==> config.mk <==
export PLATFORM = sky130hd
export DESIGN_NAME = block_sample_statistics
export DESIGN_NICKNAME = d
export VERILOG_FILES = /design/src/rtl/bss_pkg.sv /design/src/rtl/bss_front.sv /design/src/rtl/bss_queue.sv /design/src/rtl/bss_back.sv /design/src/rtl/block_sample_statistics.sv
export SDC_FILE = /design/constraint.sdc
export NUM_CORES = 2
export LEC_CHECK = 0
export ABC_AREA = 1
export BUFFER_PORTS_ARGS = -buffer_cell sky130_fd_sc_hd__buf_2
export CAP_MARGIN = 15
export CORE_MARGIN = 2
export CORE_UTILIZATION = 40
export DETAILED_ROUTE_END_ITERATION = 8
export PLACE_DENSITY = 0.63
export SYNTH_ARGS = -nofsm -noshare
export SYNTH_HDL_FRONTEND = slang
export SYNTH_SLANG_ARGS = --single-unit
==> constraint.sdc <==
create_clock -name clk -period 10.3 [get_ports clk]
set_clock_uncertainty 0.05 [all_clocks]
set_input_delay 1.03 -clock clk [delete_from_list [all_inputs] [get_ports clk]]
set_output_delay 1.03 -clock clk [all_outputs]
set_load 0.1 [all_outputs]
==> src/rtl/bss_pkg.sv <==
// Shared constants and types for the block sample statistics design.
// No dependencies; every other rtl file refers to it by scoped names.
`default_nettype none

package bss_pkg;

	localparam int SAMPLE_W      = 16;
	localparam int CFG_LEN_W     = 13;
	localparam int MAX_BLOCK_DEF = 4096;
	localparam int QUEUE_DEPTH   = 2;

	// APB register map
	localparam int APB_ADDR_W = 3;
	localparam int APB_DATA_W = 32;
	localparam logic REG_BLOCK_LENGTH = 1'b0;

	localparam logic [CFG_LEN_W-1:0] LEN_RESET = 13'd256;
	localparam logic signed [SAMPLE_W-1:0] MIN_RESET = 16'sh7FFF;
	localparam logic signed [SAMPLE_W-1:0] MAX_RESET = 16'sh8000;

	// Occupancy of the block queue as seen by producer and consumer
	typedef struct packed {
		logic full;
		logic empty;
	} bss_qstat_t;

endpackage

`default_nettype wire

==> src/rtl/bss_front.sv <==
// Sample accumulator: sum, sum of squares, min, max and block count.
// Uses bss_pkg; pushes one totals entry per completed block into bss_queue.
`default_nettype none

module bss_front #(
	parameter int MAX_BLOCK = bss_pkg::MAX_BLOCK_DEF
) (
	input  wire logic                                    clk,
	input  wire logic                                    arst_n,
	input  wire logic [bss_pkg::CFG_LEN_W-1:0]           blk_len,
	input  wire logic signed [bss_pkg::SAMPLE_W-1:0]     sample,
	input  wire logic                                    in_valid,
	output logic                                         in_stall,
	input  wire bss_pkg::bss_qstat_t                     qstat,
	output logic                                         push,
	output logic [3*bss_pkg::SAMPLE_W+3*$clog2(MAX_BLOCK+1)+30-1:0] entry
);

	localparam int CNT_W = $clog2(MAX_BLOCK + 1);
	localparam int SUM_W = bss_pkg::SAMPLE_W + CNT_W;
	localparam int SQ_W  = 30 + CNT_W;

	logic [CNT_W-1:0]                      cnt_q;
	logic signed [SUM_W-1:0]               sum_q;
	logic [SQ_W-1:0]                       sq_q;
	logic signed [bss_pkg::SAMPLE_W-1:0]   min_q;
	logic signed [bss_pkg::SAMPLE_W-1:0]   max_q;

	logic [31:0]                           len_raw;
	logic [31:0]                           len_clamp;
	logic [CNT_W-1:0]                      eff_len;
	logic [CNT_W-1:0]                      cnt_next;
	logic signed [31:0]                    sq_prod;
	logic signed [SUM_W-1:0]               sum_next;
	logic [SQ_W-1:0]                       sq_next;
	logic signed [bss_pkg::SAMPLE_W-1:0]   min_next;
	logic signed [bss_pkg::SAMPLE_W-1:0]   max_next;
	logic                                  accept;
	logic                                  done;

	// clamp the programmed length into 1..MAX_BLOCK
	assign len_raw   = 32'(blk_len);
	assign len_clamp = (len_raw == 32'd0) ? 32'd1 :
		(len_raw > 32'(MAX_BLOCK)) ? 32'(MAX_BLOCK) : len_raw;
	assign eff_len   = len_clamp[CNT_W-1:0];

	assign in_stall = qstat.full;
	assign accept   = in_valid && !in_stall;

	assign sq_prod  = sample * sample;
	assign sum_next = sum_q + SUM_W'(sample);
	assign sq_next  = sq_q + SQ_W'(sq_prod[30:0]);
	assign min_next = (sample < min_q) ? sample : min_q;
	assign max_next = (sample > max_q) ? sample : max_q;
	assign cnt_next = cnt_q + 1'b1;
	assign done     = (cnt_next >= eff_len);

	assign push  = accept && done;
	assign entry = {sum_next, sq_next, min_next, max_next, eff_len};

	always_ff @(posedge clk or negedge arst_n) begin
		if (!arst_n) begin
			cnt_q <= '0;
			sum_q <= '0;
			sq_q  <= '0;
			min_q <= bss_pkg::MIN_RESET;
			max_q <= bss_pkg::MAX_RESET;
		end else if (accept) begin
			if (done) begin
				// block complete: clear for the next one
				cnt_q <= '0;
				sum_q <= '0;
				sq_q  <= '0;
				min_q <= bss_pkg::MIN_RESET;
				max_q <= bss_pkg::MAX_RESET;
			end else begin
				cnt_q <= cnt_next;
				sum_q <= sum_next;
				sq_q  <= sq_next;
				min_q <= min_next;
				max_q <= max_next;
			end
		end
	end

endmodule

`default_nettype wire

==> src/rtl/bss_queue.sv <==
// Small register queue of block totals between accumulator and finisher.
// Uses bss_pkg for depth and the occupancy struct.
`default_nettype none

module bss_queue #(
	parameter int W = 8
) (
	input  wire logic            clk,
	input  wire logic            arst_n,
	input  wire logic            push,
	input  wire logic [W-1:0]    wdata,
	input  wire logic            pop,
	output logic [W-1:0]         rdata,
	output bss_pkg::bss_qstat_t  qstat
);

	localparam int DEPTH = bss_pkg::QUEUE_DEPTH;
	localparam int PTR_W = (DEPTH > 1) ? $clog2(DEPTH) : 1;
	localparam int OCC_W = $clog2(DEPTH + 1);

	logic [W-1:0]     mem_q [DEPTH];
	logic [PTR_W-1:0] wr_ptr_q;
	logic [PTR_W-1:0] rd_ptr_q;
	logic [OCC_W-1:0] occ_q;
	logic             do_push;
	logic             do_pop;

	assign qstat.full  = (occ_q == OCC_W'(DEPTH));
	assign qstat.empty = (occ_q == '0);
	assign do_push     = push && !qstat.full;
	assign do_pop      = pop && !qstat.empty;
	assign rdata       = mem_q[rd_ptr_q];

	always_ff @(posedge clk) begin
		if (do_push) begin
			mem_q[wr_ptr_q] <= wdata;
		end
	end

	always_ff @(posedge clk or negedge arst_n) begin
		if (!arst_n) begin
			wr_ptr_q <= '0;
			rd_ptr_q <= '0;
			occ_q    <= '0;
		end else begin
			if (do_push) begin
				wr_ptr_q <= (wr_ptr_q == PTR_W'(DEPTH - 1)) ? '0 : wr_ptr_q + 1'b1;
			end
			if (do_pop) begin
				rd_ptr_q <= (rd_ptr_q == PTR_W'(DEPTH - 1)) ? '0 : rd_ptr_q + 1'b1;
			end
			case ({do_push, do_pop})
				2'b10:   occ_q <= occ_q + 1'b1;
				2'b01:   occ_q <= occ_q - 1'b1;
				default: occ_q <= occ_q;
			endcase
		end
	end

endmodule

`default_nettype wire

==> src/rtl/bss_back.sv <==
// Block finisher: shared bit-serial divider for mean and mean square,
// digit-by-digit square root, and the result register. Uses bss_pkg.
`default_nettype none

module bss_back #(
	parameter int MAX_BLOCK = bss_pkg::MAX_BLOCK_DEF
) (
	input  wire logic                                    clk,
	input  wire logic                                    arst_n,
	input  wire bss_pkg::bss_qstat_t                     qstat,
	input  wire logic [3*bss_pkg::SAMPLE_W+3*$clog2(MAX_BLOCK+1)+30-1:0] entry,
	output logic                                         pop,
	output logic                                         out_valid,
	input  wire logic                                    out_stall,
	output logic signed [bss_pkg::SAMPLE_W-1:0]          mean_value,
	output logic [bss_pkg::SAMPLE_W-1:0]                 rms_value,
	output logic signed [bss_pkg::SAMPLE_W-1:0]          min_value,
	output logic signed [bss_pkg::SAMPLE_W-1:0]          max_value,
	output logic [bss_pkg::SAMPLE_W-1:0]                 peak_to_peak
);

	localparam int SW     = bss_pkg::SAMPLE_W;
	localparam int CNT_W  = $clog2(MAX_BLOCK + 1);
	localparam int SUM_W  = SW + CNT_W;
	localparam int SQ_W   = 30 + CNT_W;
	localparam int DW     = SQ_W;
	localparam int RT_W   = (SQ_W + 1) / 2;
	localparam int SR_W   = RT_W + 2;
	localparam int STEP_W = $clog2(DW);

	// entry field offsets (LSB first: len, max, min, sq, sum)
	localparam int MAX_LO = CNT_W;
	localparam int MIN_LO = MAX_LO + SW;
	localparam int SQ_LO  = MIN_LO + SW;
	localparam int SUM_LO = SQ_LO + SQ_W;

	localparam logic [2:0] ST_IDLE   = 3'd0;
	localparam logic [2:0] ST_DIV_M  = 3'd1;
	localparam logic [2:0] ST_DIV_S  = 3'd2;
	localparam logic [2:0] ST_ROOT   = 3'd3;
	localparam logic [2:0] ST_FINISH = 3'd4;

	logic [2:0]              state_q;
	logic [STEP_W-1:0]       step_q;
	logic [CNT_W-1:0]        len_q;
	logic [SQ_W-1:0]         sq_q;
	logic signed [SW-1:0]    min_q;
	logic signed [SW-1:0]    max_q;
	logic                    neg_q;
	logic [SW-1:0]           mean_q;
	logic [DW-1:0]           dvd_q;
	logic [CNT_W-1:0]        rem_q;
	logic [2*RT_W-1:0]       rad_q;
	logic [RT_W-1:0]         root_q;
	logic [SR_W-1:0]         srem_q;
	logic                    out_valid_q;

	logic signed [SUM_W-1:0] e_sum;
	logic [SUM_W-1:0]        e_mag;
	logic [CNT_W:0]          d_trial;
	logic                    d_ge;
	logic [CNT_W:0]          d_diff;
	logic [DW-1:0]           dvd_next;
	logic [SW-1:0]           q_low;
	logic [SR_W+1:0]         s_shift;
	logic [SR_W+1:0]         s_trial;
	logic                    s_ge;
	logic [SR_W+1:0]         s_diff;
	logic [RT_W-1:0]         root_next;
	logic                    last_step;
	logic                    out_free;

	assign e_sum = entry[SUM_LO +: SUM_W];
	assign e_mag = e_sum[SUM_W-1] ? SUM_W'(-e_sum) : SUM_W'(e_sum);

	// restoring division step, one quotient bit per cycle
	assign d_trial  = {rem_q, dvd_q[DW-1]};
	assign d_ge     = (d_trial >= {1'b0, len_q});
	assign d_diff   = d_trial - {1'b0, len_q};
	assign dvd_next = {dvd_q[DW-2:0], d_ge};
	assign q_low    = dvd_next[SW-1:0];

	// square root step, two radicand bits per cycle
	assign s_shift   = {srem_q, rad_q[2*RT_W-1 -: 2]};
	assign s_trial   = (SR_W + 2)'({root_q, 2'b01});
	assign s_ge      = (s_shift >= s_trial);
	assign s_diff    = s_shift - s_trial;
	assign root_next = {root_q[RT_W-2:0], s_ge};

	assign last_step = (step_q == '0);
	assign out_free  = !out_valid_q || !out_stall;
	assign pop       = (state_q == ST_IDLE) && !qstat.empty;
	assign out_valid = out_valid_q;

	always_ff @(posedge clk or negedge arst_n) begin
		if (!arst_n) begin
			state_q <= ST_IDLE;
			step_q  <= '0;
		end else begin
			unique case (state_q)
				ST_IDLE: begin
					if (!qstat.empty) begin
						state_q <= ST_DIV_M;
						step_q  <= STEP_W'(DW - 1);
					end
				end
				ST_DIV_M: begin
					step_q <= last_step ? STEP_W'(DW - 1) : step_q - 1'b1;
					if (last_step) begin
						state_q <= ST_DIV_S;
					end
				end
				ST_DIV_S: begin
					step_q <= last_step ? STEP_W'(RT_W - 1) : step_q - 1'b1;
					if (last_step) begin
						state_q <= ST_ROOT;
					end
				end
				ST_ROOT: begin
					step_q <= step_q - 1'b1;
					if (last_step) begin
						state_q <= ST_FINISH;
					end
				end
				ST_FINISH: begin
					if (out_free) begin
						state_q <= ST_IDLE;
					end
				end
				default: state_q <= ST_IDLE;
			endcase
		end
	end

	// raise valid as a result loads; drop it once taken with nothing new
	always_ff @(posedge clk or negedge arst_n) begin
		if (!arst_n) begin
			out_valid_q <= 1'b0;
		end else if ((state_q == ST_FINISH) && out_free) begin
			out_valid_q <= 1'b1;
		end else if (!out_stall) begin
			out_valid_q <= 1'b0;
		end
	end

	always_ff @(posedge clk) begin
		case (state_q)
			ST_IDLE: begin
				len_q <= entry[CNT_W-1:0];
				max_q <= entry[MAX_LO +: SW];
				min_q <= entry[MIN_LO +: SW];
				sq_q  <= entry[SQ_LO +: SQ_W];
				neg_q <= e_sum[SUM_W-1];
				dvd_q <= DW'(e_mag);
				rem_q <= '0;
			end
			ST_DIV_M: begin
				if (last_step) begin
					mean_q <= neg_q ? SW'(-q_low) : q_low;
					dvd_q  <= sq_q;
					rem_q  <= '0;
				end else begin
					dvd_q <= dvd_next;
					rem_q <= d_ge ? d_diff[CNT_W-1:0] : d_trial[CNT_W-1:0];
				end
			end
			ST_DIV_S: begin
				if (last_step) begin
					rad_q  <= (2 * RT_W)'(dvd_next);
					root_q <= '0;
					srem_q <= '0;
				end else begin
					dvd_q <= dvd_next;
					rem_q <= d_ge ? d_diff[CNT_W-1:0] : d_trial[CNT_W-1:0];
				end
			end
			ST_ROOT: begin
				rad_q  <= {rad_q[2*RT_W-3:0], 2'b00};
				root_q <= root_next;
				srem_q <= s_ge ? s_diff[SR_W-1:0] : s_shift[SR_W-1:0];
			end
			ST_FINISH: begin
				if (out_free) begin
					mean_value   <= mean_q;
					rms_value    <= root_q[SW-1:0];
					min_value    <= min_q;
					max_value    <= max_q;
					peak_to_peak <= SW'(max_q - min_q);
				end
			end
			default: begin
			end
		endcase
	end

endmodule

`default_nettype wire

==> src/rtl/block_sample_statistics.sv <==
// Top level of the block sample statistics engine: APB register, front
// accumulator, totals queue and back finisher. Uses bss_pkg, bss_front,
// bss_queue and bss_back.
//
//   channel  direction  handshake              payload
//   in       sink       in_valid / in_stall    sample
//   out      source     out_valid / out_stall  mean_value rms_value min_value
//                                              max_value peak_to_peak
//   apb      slave      psel penable pready    paddr pwrite pwdata prdata
//
// Samples are taken one per cycle while in_stall is low; the accumulator
// does one add, one 16x16 square and one add per transaction and is never
// the bottleneck. Each completed block costs the finisher two passes of
// the bit-serial divider and one pass of the two-bits-per-cycle root unit.
// The two-entry queue lets input run on while the finisher works; in_stall
// rises only when the queue is full, so short blocks hold the input while
// the finisher works through each block. Reset clears counters,
// accumulators and handshake state; block_length returns to 256. A stalled
// result holds in the output register while the finisher carries on with
// the next queued block.
`default_nettype none

module block_sample_statistics #(
	parameter int MAX_BLOCK = bss_pkg::MAX_BLOCK_DEF
) (
	input  wire logic                                  clk,
	input  wire logic                                  arst_n,
	// APB configuration port
	input  wire logic                                  psel,
	input  wire logic                                  penable,
	input  wire logic                                  pwrite,
	input  wire logic [bss_pkg::APB_ADDR_W-1:0]        paddr,
	input  wire logic [bss_pkg::APB_DATA_W-1:0]        pwdata,
	output logic [bss_pkg::APB_DATA_W-1:0]             prdata,
	output logic                                       pready,
	// sample stream
	input  wire logic                                  in_valid,
	output logic                                       in_stall,
	input  wire logic signed [bss_pkg::SAMPLE_W-1:0]   sample,
	// result stream
	output logic                                       out_valid,
	input  wire logic                                  out_stall,
	output logic signed [bss_pkg::SAMPLE_W-1:0]        mean_value,
	output logic [bss_pkg::SAMPLE_W-1:0]               rms_value,
	output logic signed [bss_pkg::SAMPLE_W-1:0]        min_value,
	output logic signed [bss_pkg::SAMPLE_W-1:0]        max_value,
	output logic [bss_pkg::SAMPLE_W-1:0]               peak_to_peak
);

	localparam int CNT_W = $clog2(MAX_BLOCK + 1);
	localparam int ENT_W = 3 * bss_pkg::SAMPLE_W + 3 * CNT_W + 30;

	logic [bss_pkg::CFG_LEN_W-1:0] blk_len_q;
	logic                          reg_sel;
	logic                          reg_wr;
	logic                          push;
	logic                          pop;
	logic [ENT_W-1:0]              wr_entry;
	logic [ENT_W-1:0]              rd_entry;
	bss_pkg::bss_qstat_t           qstat;

	// Register access: the only register sits at word 0; anything else
	// reads as zero and drops writes.
	assign pready  = 1'b1;
	assign reg_sel = (paddr[2] == bss_pkg::REG_BLOCK_LENGTH);
	assign reg_wr  = psel && penable && pwrite && reg_sel;
	assign prdata  = reg_sel ? bss_pkg::APB_DATA_W'(blk_len_q) : '0;

	always_ff @(posedge clk or negedge arst_n) begin
		if (!arst_n) begin
			blk_len_q <= bss_pkg::LEN_RESET;
		end else if (reg_wr) begin
			blk_len_q <= pwdata[bss_pkg::CFG_LEN_W-1:0];
		end
	end

	// Front: accept each sample transaction and accumulate; push the
	// block totals on the sample that closes the block.
	bss_front #(
		.MAX_BLOCK (MAX_BLOCK)
	) u_front (
		.clk      (clk),
		.arst_n   (arst_n),
		.blk_len  (blk_len_q),
		.sample   (sample),
		.in_valid (in_valid),
		.in_stall (in_stall),
		.qstat    (qstat),
		.push     (push),
		.entry    (wr_entry)
	);

	// Hold completed block totals until the finisher is free.
	bss_queue #(
		.W (ENT_W)
	) u_queue (
		.clk    (clk),
		.arst_n (arst_n),
		.push   (push),
		.wdata  (wr_entry),
		.pop    (pop),
		.rdata  (rd_entry),
		.qstat  (qstat)
	);

	// Back: divide, take the root and present the result transaction.
	bss_back #(
		.MAX_BLOCK (MAX_BLOCK)
	) u_back (
		.clk          (clk),
		.arst_n       (arst_n),
		.qstat        (qstat),
		.entry        (rd_entry),
		.pop          (pop),
		.out_valid    (out_valid),
		.out_stall    (out_stall),
		.mean_value   (mean_value),
		.rms_value    (rms_value),
		.min_value    (min_value),
		.max_value    (max_value),
		.peak_to_peak (peak_to_peak)
	);

endmodule

`default_nettype wire
==> Word-level counts from Yosys, hierarchy flattened <==
Memories as Yosys holds them, arrays and structs flattened.
Cells that the tools add are included.
{ "word_totals": {"reg_bits": 475, "word_cells": 135, "ram_bits": 234, "memories": 1} }
{ "classes": {"n_mul": 1, "n_eq_ne": 14, "addsub": 13, "n_reduce_logical": 28, "mux": 43, "n_lt_le_gt_ge": 6, "bitwise_logic": 1} }
{ "memory_table": {"columns": ["memory", "words", "word_bits", "read_ports", "rd_ports_with_merged_regs", "write_ports", "line", "source"], "rows": [
  ["u_queue.mem_q", 2, 117, 1, 0, 1, "bss_queue.sv:21", "logic [W-1:0] mem_q [DEPTH];"]
]} }
{ "ops": {"columns": ["op", "count"], "rows": [
  ["43-bit 2-to-1 mux", 3],
  ["43-bit one-hot mux with 3 select lines", 1],
  ["13-bit 2-to-1 mux", 7],
  ["44-bit one-hot mux with 2 select lines", 1],
  ["16-bit 2-to-1 mux", 5],
  ["29-bit 2-to-1 mux", 2],
  ["24-bit 2-to-1 mux", 2],
  ["24-bit one-hot mux with 2 select lines", 1],
  ["44-bit 2-to-1 mux", 1],
  ["22-bit one-hot mux with 2 select lines", 1],
  ["43-bit by 31-bit adder with 43-bit output", 1],
  ["13-bit one-hot mux with 3 select lines", 1],
  ["32-bit logical NOT", 1],
  ["16-bit by 16-bit multiplier with 31-bit output", 1],
  ["29-bit by 16-bit adder with 29-bit output", 1],
  ["29-bit negation", 1],
  ["26-bit by 24-bit >= comparator with 1-bit output", 1],
  ["6-bit one-hot mux with 4 select lines", 1],
  ["24-bit subtractor", 1],
  ["22-bit 2-to-1 mux", 1],
  ["6-bit 2-to-1 mux", 3],
  ["16-bit greater-than comparator", 1],
  ["16-bit < comparator", 1],
  ["16-bit negation", 1],
  ["33 further kinds", 66]
]} }

==> Longest topological paths before layout <==
{ "depth": {"depth_word": 8, "mapped_depth": 40, "ltp_nobuf": 39} }

==> By module <==
Synthesis repeated with hierarchy kept, for this count alone.
{ "unflattened": {"cells_unflattened": 5293, "hier_area_um2": 46839.9} }
{ "modules_own_cells": {"columns": ["mod", "cells_per_inst", "seq_area_each_um2", "area_per_inst_um2", "n_inst"], "rows": [
  ["bss_front", 2782, 2947.8, 20214.4, 1],
  ["bss_back", 1759, 10189.8, 17115.2, 1],
  ["bss_queue", 643, 7126.8, 8708.4, 1],
  ["block_sample_statistics", 109, 326.6, 802.0, 1]
]} }

==> Least setup slack after synthesis <==
Ideal clock, no wire load.
{ "synth_timing": {"path_kind": "flip-flop to flip-flop", "from": "register u_back.state_q[2]", "to": "register u_back.dvd_q[0] (enable)", "required_ns": 9.761, "setup_time_ns": 0.489, "path_buffers": 0, "arrival_ns": 7.531, "stages_incl_launch_ff": 6, "period_less_slack_ns": 8.069, "setup_slack_ns": 2.231, "path_cell_list": "dfrtp_1 > nor2_1 > inv_1 > nor2_1 > inv_1 > a21oi_1"} }
{ "synth_via": {"elab_chain_len": 3, "word_cells_on_any_way": 6, "classes_between": "3 x eq/ne; 3 x reduce/logical"} }
{ "synth_lines": {"columns": ["item", "line", "source"], "rows": [
  ["start: declaration", "bss_back.sv:43", "logic [2:0] state_q;"],
  ["start signal: assignment", "bss_back.sv:97", "state_q <= ST_IDLE;"],
  ["start signal: assignment", "bss_back.sv:103", "state_q <= ST_DIV_M;"],
  ["start signal: assignment", "bss_back.sv:110", "state_q <= ST_DIV_S;"],
  ["3-bit by 2-bit == test with 1-bit output (tied with other cells)", "bss_back.sv:147", "case (state_q)"],
  ["2-bit != test (no source line) / 3-bit nonzero test (equally long branches)", null, null],
  ["2-bit AND reduction (no source line) (*)", null, null],
  ["end signal: assignment", "bss_back.sv:154", "dvd_q <= DW'(e_mag);"],
  ["end signal: assignment", "bss_back.sv:160", "dvd_q <= sq_q;"],
  ["end signal: assignment", "bss_back.sv:163", "dvd_q <= dvd_next;"],
  ["end: declaration", "bss_back.sv:51", "logic [DW-1:0] dvd_q;"]
]} }
Every way passes the cells marked *; elsewhere a longest branch is shown, timed or not.
A chain may end at the register's enable or synchronous reset.

==> Worst setup path after layout <==
{ "layout_timing": {"from": "input sample[2] (netlist bit)", "to": "memory u_queue.mem_q[0][79] (netlist bit) (data pin)"} }
{ "layout_via": {"elab_chain_len": 2} }
{ "layout_lines": {"columns": ["item", "line", "source"], "rows": [
  ["start: declaration", "block_sample_statistics.sv:39", "input wire logic signed [bss_pkg::SAMPLE_W-1:0] sample,"],
  ["16-bit by 16-bit multiplier with 31-bit output", "bss_front.sv:50", "assign sq_prod = sample * sample;"],
  ["43-bit by 31-bit adder with 43-bit output", "bss_front.sv:52", "assign sq_next = sq_q + SQ_W'(sq_prod[30:0]);"],
  ["net u_front.entry, one bit", "bss_front.sv:16", "output logic [3*bss_pkg::SAMPLE_W+3*$clog2(MAX_BLOCK+1)+30-1:0] entry"],
  ["end: declaration", "bss_queue.sv:21", null]
]} }
The timed path passes the listed nets, and every way through them passes these cells.

==> flow_summary.yaml <==
status:
  status: "complete, no violations"
cells_and_area:
  drive_gt1_share_pct: 6.528
  multi_input_area_um2: 21510
  fillers: 11040
  syn_to_final_growth_pct: 9.956
  seq_area_um2: 20590
  antenna-diode-count: 0
  layout.nets: 5722
timing:
  finalHoldViolCount: 0
  layout_worst_path_cycle_share_pct: 83.07
  period_minus_slack_ns: 8.556
  rsz0062_at_grt: "false"
  max-slew-margin-rel_pct: 27.61
  max_freq_mhz: 116.9
  worst_slew_pin_slew_ns: 1.083
  finalSetupViolations: 0
  fin_tns_setup_ns: 0
  final_max_slew_viol_count: 0
setup_path:
  start_kind: "primary input"
  crit_path_end_kind: "flop"
  slowest_delay_ns: 0.78
  arrival_ns: 8.89
  crit_type: "primary input to flop"
  worstPathRequired_ns: 10.63
  crit_path_frequent_cell: "nand2_1"
  cpMaxStageDelayCell: "fa_1"
  worst-path-max-fanout: 21
synth:
  ys_types: 56
  syn_area_um2: 45770
  ys.flop_type: "edfxtp_1"
  synth_edf_count: 565
  ys_seq_area_share_pct: 44.99
  yosys_warnings: 0
  synthArstFlopShare_pct: 20.31
  ys_ff_latch: 709
  syn_inst: 5073
  syn_area_per_cell_um2: 9.022
clock_tree:
  cts-buffers-inserted: 76
  clk_pin_slew_ns: 0.06
  h-tree-depth: 3
  hold_buffers: 0
  cts_root_buf: "clkbuf_16"
  tritoncts: "yes"
  cts_buffer_depth: 3
  cts.sinks: 709
  ctsResizeCount: 0
  cts_setup_buffers: 0
  clock_latency_ns: 0.63
placement:
  dpl.hpwl_um: 78930
  port_buffers: 131
  place_congestion: 0.8969
floorplan:
  rows: 124
  core-area_um2: 113900
  pin_count: 173
  die_h_um: 342.3
  start_util_pct: 40.19
  dieArea_um2: 117100
  fp.dieW_um: 342.3
grt:
  grt_max_degree: 84
  grt_pass1_wl_um: 176700
  gr-usage-all-layers_pct: 18.70
  antenna_found_initial: 1
  gr-total-overflow: 0
  grt_pass1_vias: 33610
run:
  drv_cap: 0
route:
  drtAntennaViolNets: 0
  drtIter0Drc: 2096
  vias_per_cell: 4.952
  routed_wl_um: 107700
  wl_per_cell_um: 15.95
  drcViolationCount: 0
  num_vias: 33430
  dr.pass1.iters: 5
worst_hold_path:
  hold_class: "flop to flop"
-- layout make-up --
cell class | count | share of cell area (%)
Sequential cell | 709 | 40.92
Inverter | 823 | 6.146
Multi-Input combinational cell | 3410 | 42.74
Tap cell | 1512 | 3.759
Clock inverter | 38 | 0.6365
Clock buffer | 99 | 4.053
Timing Repair Buffer | 160 | 1.748
-- per-stage QoR --
| stage | std cells | cell area, um2 | utilization (%) | hold WS (ns) | worst slack (ns) |
|---|---|---|---|---|---|
| 6_report | 6751 | 50330 | 44.19 | 0.3668 | 1.744 |
| 3_5_place_dp | 6614 | 47970 | 42.12 | 0.3545 | 1.116 |
| 5_1_grt | 6751 | 50330 | 44.19 | 0.3749 | 1.184 |
| 3_3_place_gp | 6614 | 47970 | 42.12 | 0.3508 | 1.287 |
| 4_1_cts | 6751 | 50330 | 44.19 | 0.3682 | 1.746 |
| 2_1_floorplan | 5091 | 45840 | - | 0.3503 | 2.231 |
-- critical path, delay by kind of cell --
family,cells,cell delay [ns]
adders and majority gates,8,4.15
and+or+nand+nor,15,2.49
buffers and inverters,7,1.17
-- synth_stat cells, types with 20 or more instances --
| cell | number | area (um2) |
|---|---|---|
| nand2_1 | 1413 | 5304 |
| inv_1 | 809 | 3037 |
| edfxtp_1 | 565 | 16970 |
| nor2_1 | 352 | 1321 |
| ha_1 | 254 | 3178 |
| nand3_1 | 233 | 1166 |
| fa_1 | 230 | 4604 |
| a21oi_1 | 220 | 1101 |
| o21ai_0 | 167 | 835.8 |
| dfrtp_1 | 127 | 3178 |
| xor2_1 | 110 | 963.4 |
| clkbuf_1 | 84 | 315.3 |
| nand4_1 | 50 | 312.8 |
| nor3_1 | 47 | 235.2 |
| xnor2_1 | 44 | 385.4 |
| and2_1 | 42 | 262.8 |
| a22o_1 | 38 | 332.8 |
| o21ai_1 | 28 | 140.1 |
| a22oi_1 | 26 | 195.2 |
| buf_2 | 25 | 125.1 |
| buf_4 | 23 | 172.7 |
| a21o_1 | 20 | 150.1 |
-- flip-flops by register name, indices dropped and copies added, names as in the netlist, 16 cells and up --
| name | flops |
|---|---|
| u_back.min_q | 16 |
| u_back.mean_value | 16 |
| u_front.max_q | 16 |
| u_queue.mem_q | 234 |
| u_back.min_value | 16 |
| u_front.min_q | 16 |
| u_back.peak_to_peak | 16 |
| u_front.sq_q | 43 |
| u_back.srem_q | 24 |
| u_back.root_q | 22 |
| u_back.mean_q | 16 |
| u_back.sq_q | 43 |
| u_front.sum_q | 29 |
| u_back.rad_q | 44 |
| u_back.max_value | 16 |
| u_back.rms_value | 16 |
| u_back.max_q | 16 |
| u_back.dvd_q | 43 |
-- worst paths after layout --
path	depth (start not counted)	start	to	slack (ns)
worst max-delay path	30	sample[2]	u_queue.mem_q[0][79]$_DFFE_PP_	1.74
worst min-delay path	0	u_back.mean_q[4]$_DFFE_PP_	u_back.mean_value[4]$_DFFE_PP_	0.37
worst max register to register	16	u_front.cnt_q[0]$_DFFE_PN0P_	u_queue.mem_q[0][67]$_DFFE_PP_	5.35
worst min register to register	0	u_back.mean_q[4]$_DFFE_PP_	u_back.mean_value[4]$_DFFE_PP_	0.37
max in group asynchronous	2	arst_n	u_front.sum_q[24]$_DFFE_PN0P_	8.30
min in group asynchronous	1	arst_n	blk_len_q[6]$_DFFE_PN0P_	0.44
-- per-layer routing --
metal / track usage [%] / routed length [um] / vias up
li1: - / - / 16530
met1: 25.56 / 49080 / 16020
met2: 31.37 / 50770 / 726
met3: 2.408 / 5432 / 160
met4: 4.907 / 2379 / 0
met5: 0 / 0 / -
-- placed cells by master, fill, tap and decap left out, drive strengths merged, types with 26 or more instances in the layout --
cell,instances
o21ai,200
clkinv,30
nand3,237
fa,230
inv,823
a22o,38
ha,254
xor2,110
a22oi,26
dfrtp,127
nor3,49
a21oi,222
nand4,50
edfxtp,565
xnor2,44
and2,42
nand2,1418
nor2,359
buf,160
clkbuf,99
-- logic make-up (layout without fill, tap and decap cells) --
family | after synthesis | count (layout) | synth area share (%)
and+or+nand+nor | 2192 | 2192 | 19.64
buffers and inverters | 972 | 1120 | 8.341
DFF | 709 | 709 | 44.99
AOI/OAI and AO/OA | 560 | 560 | 7.059
adders and majority gates | 484 | 484 | 17.00
xor gates and xnor gates | 154 | 154 | 2.947
other | 2 | 20 | 0.01641
Power is not shown: default switching activity piles up to over one toggle a cycle in this logic, so the estimate is an artifact.
